**config.mk**
```make
export PLATFORM = sky130hd
export DESIGN_NAME = amog_ram
export DESIGN_NICKNAME = d
export VERILOG_FILES = /design/src/hdl/amog_ram.sv
export SDC_FILE = /design/constraint.sdc
export NUM_CORES = 1
export LEC_CHECK = 0
export BUFFER_PORTS_ARGS = -buffer_cell sky130_fd_sc_hd__buf_2
export CAP_MARGIN = 15
export CORE_MARGIN = 4
export CORE_UTILIZATION = 50
export DETAILED_ROUTE_END_ITERATION = 8
export GPL_TIMING_DRIVEN = 0
export PLACE_DENSITY = 0.67
export SLEW_MARGIN = 25
export SYNTH_ARGS = -nofsm -noshare
export SYNTH_HDL_FRONTEND = slang
export SYNTH_SLANG_ARGS = --single-unit
```
**constraint.sdc**
```tcl
create_clock -name clk_i -period 4.5 [get_ports clk_i]
set_input_delay 0.45 -clock clk_i [delete_from_list [all_inputs] [get_ports clk_i]]
set_output_delay 0.45 -clock clk_i [all_outputs]
set_load 0.02 [all_outputs]
```
**src/hdl/amog_ram.sv**
```systemverilog
module amog_ram #(
  parameter int unsigned Width = 8,
  parameter int unsigned Depth = 16
) (
  input  logic                     clk_i,
  input  logic                     we_i,
  input  logic [$clog2(Depth)-1:0] waddr_i,
  input  logic [Width-1:0]         wdata_i,
  input  logic [$clog2(Depth)-1:0] raddr_i,
  output logic [Width-1:0]         rdata_o
);

  logic [Width-1:0] mem [Depth];

  always_ff @(posedge clk_i) begin
    if (we_i) begin
      mem[waddr_i] <= wdata_i;
    end
    rdata_o <= mem[raddr_i];
  end

endmodule

```
# [Word level (Yosys, flattened, before mapping)]
# Memories as Yosys holds them, arrays and structs flattened. A register that Yosys moved wholly into a read port is not among the register bits.
# Cells that the tools add are included.
[op_classes] div_mod_pow=0 shift=0 order_cmp=0 mul=0 n_eq_ne=0 n_addsub=0 n_mux=2 bitwise=0 reduce_logical=0
[op_table] operator="$mux 1" n=2
[word_totals] regBits=0 latchBits=0 ramBits=128 n_memories=1 mem_bits_ro=0
[mem_list] name="mem" words=16 width=8 rd=1 rd_clocked_by_memory_dff=1 wr=1 line="13" text="logic [Width-1:0] mem [Depth];"

# [Logic depth before layout (Yosys ltp)]
[logic_depth] word_depth=2 depth_mapped=5 depth_no_buf=3

# [Least setup slack after synthesis]
# OpenSTA, ideal clock, no wires.
[synth_timing] path_kind="input -> register" startpoint="input port waddr_i[2]" endpoint="memory mem[0][0] (enable)" n_path_buf=0 stages=2 setup_ns=0.383 arrival_ns=1.560 setup_slack_ns=2.557 path_cell_list="or3b_2 -> nor3_1"
[synth_rtl] element="from (decl)" line="7" text="input logic [$clog2(Depth)-1:0] waddr_i,"
[synth_rtl] element="to (decl)" line="13"
# Straight into the memory's write port.

# [Worst setup path in the final report]
[layout_timing] startpoint="input port waddr_i[2]" endpoint="memory mem[1][6] (enable)"
# Straight into the memory's write port.

==> metrics.md <==
| Metric | Value |
|---|---|
| Vias/cell | `5.66` |
| Int Power | `2.22 mW` |
| Cell row count | `36` |
| Synth Warn # | `0` |
| Seq pwr share | `0.511` |
| First-pass DRT Iterations | `4` |
| Mapped Area | `5150 µm²` |
| Buffer levels on the longest clock path | `2` |
| Setup violators final | `0` |
| Cells on worst reg2reg path | `3` |
| Fill count | `730` |
| Minimum clock period | `1.63 ns` |
| Max Cap Violations | `0` |
| Final GP Congestion | `0.734` |
| Clock-pin transition on the worst setup and hold timing paths | `0.05 ns` |
| Final period utilization | `0.362` |
| Worst-path fanout max | `8` |
| Core area | `9910 µm²` |
| Clk_lat worst skew | `0.50 ns` |
| CTS sink cnt | `136` |
| Gate power share | `0.052` |
| TritonCTS Buffers | `17` |
| Buffers on Ports | `24` |
| Switching Share | `0.203` |
| DIE WIDTH | `109 µm` |
| Clock root buffer | `clkbuf_8` |
| CP required | `4.63 ns` |
| Commonest non-fill, non-tap cell in the layout | `edfxtp_1` |
| Die H | `109 µm` |
| Final Hold Viols | `0` |
| Hold Path Class | `input pin to flip-flop` |
| First-pass GRT wire length | `14.9 mm` |
| Post-route DRC | `0` |
| GR Util All Layers | `0.182` |
| Die Area | `12000 µm²` |
| Clock Power Share | `0.437` |
| Initial antenna violation count | `0` |
| Hold Path Cell Cnt | `1` |
| Worst Skew | `0.00703 ns` |
| Sequential cell area | `4000 µm²` |
| Avg Synthesized Cell Area | `22.5 µm²` |
| Outcome | `complete, no violations` |
| Worst-case vdd ir drop | `0.000298 V` |
| Grt total ovfl | `0` |
| Most frequent cells in the layout | `128 x edfxtp_1, 27 x buf_2, 18 x mux4_2, 16 x a22oi_1, 16 x clkbuf_16` |
| Mapped Cells | `229` |
| CP Class | `input pin to flip-flop` |
| Share of cells above drive strength 1 | `0.302` |
| ANT nets after route | `0` |
| TNS Setup | `0 ns` |
| FF+latch count, synth | `136` |
| Number of global-route vias before repair | `2359` |
| P per Cell Area | `465 nW/µm²` |
| Sequential area share after synthesis | `0.778` |
| Area growth syn-to-layout | `16.4%` |
| Gates resized, CTS repair | `0` |
| Net Sw Power | `0.565 mW` |
| Post-DP Area | `5450 µm²` |
| Setup crit end kind | `flip-flop` |
| Fin. max-slew vios | `0` |
| Critical Path AT | `1.76 ns` |
| Boundary pin count | `26` |
| Worst Tran Pin Value | `0.821 ns` |
| Syn_nets | `247` |
| CP startpoint kind | `input pin` |
| H-tree levels | `4` |
| RSZ-0062 raised after global routing | `false` |
| Nets@finish | `290` |
| Post-route cell area | `5990 µm²` |
| Post-detail-place hpwl | `6.05 mm` |
| Fmax | `613 MHz` |
| DR vias | `2367` |
| Initial Utilization | `0.519` |
| Starting DRT DRC Count | `195` |
| Setup Buffers After CTS | `0` |
| Leak pwr | `2.01 nW` |
| Worst slew margin | `0.451` |
| Library cells used by synthesis | `19` |
| Multi-input gate area | `1080 µm²` |
| Routed WL | `9.75 mm` |
| Largest net degree at the start of global routing | `17` |
| ANT cells | `0` |
| Post-CTS Hold Buffers | `0` |
| CTS tree | `built` |
| Post-DR wirelength/cell | `23.3 µm` |
## cells by family (layout without fill, tap and decap cells)
| group | Yosys count | in the layout | synth area share |
|---|---|---|---|
| multiplexers | 32 | 32 | 0.150 |
| AND/OR/NAND/NOR | 35 | 35 | 0.0318 |
| AO/OA/AOI/OAI | 16 | 16 | 0.0233 |
| flip-flops | 136 | 136 | 0.778 |
| buffers and inverters | 10 | 66 | 0.0168 |
## power by group through the flow
| stage | Sequential (mW) | Combinational (mW) | Clock, mW |
|---|---|---|---|
| 2_1_floorplan | 1.46 | 0.0719 | 0 |
| 3_3_place_gp | 1.45 | 0.142 | 0 |
| 3_5_place_dp | 1.45 | 0.146 | 0 |
| 4_1_cts | 1.42 | 0.147 | 1.24 |
| 5_1_grt | 1.42 | 0.157 | 1.30 |
| 6_report | 1.42 | 0.145 | 1.22 |
## per-stage QoR
step | power (mW) | std cells | utilization | setup WS (ns) | hold slack (ns)
6_report | 2.79 | 418 | 0.605 | 2.87 | 0.349
5_1_grt | 2.88 | 418 | 0.605 | 2.80 | 0.343
4_1_cts | 2.81 | 418 | 0.605 | 2.87 | 0.324
3_5_place_dp | 1.59 | 386 | 0.550 | 2.34 | 0.682
3_3_place_gp | 1.59 | 386 | 0.548 | 2.00 | 0.664
2_1_floorplan | 1.53 | 229 | - | 2.56 | 0.549
## synthesized netlist by cell type, drive strengths merged
cell	n	area [µm²]
a22oi	16	120
and2	1	6.26
and2b	1	7.51
buf	7	56.3
clkdlybuf4s25	3	30.0
dfxtp	8	160
edfxtp	128	3840
mux4	32	773
nand2	9	33.8
nand2b	2	12.5
nand3	1	5.00
nand3b	2	15.0
nor2	13	48.8
nor2b	1	6.26
nor3	4	20.0
or3b	1	8.76
## layout make-up
type	instances	share of cell area
Multi-Input combinational cell	83	0.180
Sequential cell	136	0.668
Tap cell	133	0.0278
Timing Repair Buffer	24	0.0200
Clock buffer	25	0.0825
Buffer	10	0.0144
Clock inverter	7	0.00731
## path summary, 6_finish.rpt
path	from	end	slack, ns
setup / recovery	waddr_i[2]	mem[1][6]$_DFFE_PP_	2.87
hold / removal	wdata_i[6]	mem[6][6]$_DFFE_PP_	0.35
setup reg to reg	mem[5][0]$_DFFE_PP_	rdata_o[0]$_DFF_P_	3.09
hold reg to reg	mem[0][2]$_DFFE_PP_	rdata_o[2]$_DFF_P_	0.69
## critical path, stage by stage
cell	delay (ns)
buf_2	0.12
or3b_2	0.53
nor2_1	0.65
## state kept, by name (all words and copies together) (netlist names)
register and cells:
mem 128, rdata_o 8
## per-layer routing
| layer | track usage | part of all wire | up-vias |
|---|---|---|---|
| li1 | - | - | 1062 |
| met1 | 0.269 | 0.45 | 1220 |
| met2 | 0.270 | 0.48 | 80 |
| met3 | 0.0440 | 0.068 | 5 |
| met4 | 0.0597 | 0.0070 | 0 |
| met5 | 0 | 0 | - |
(Power assumes the default switching activity.)
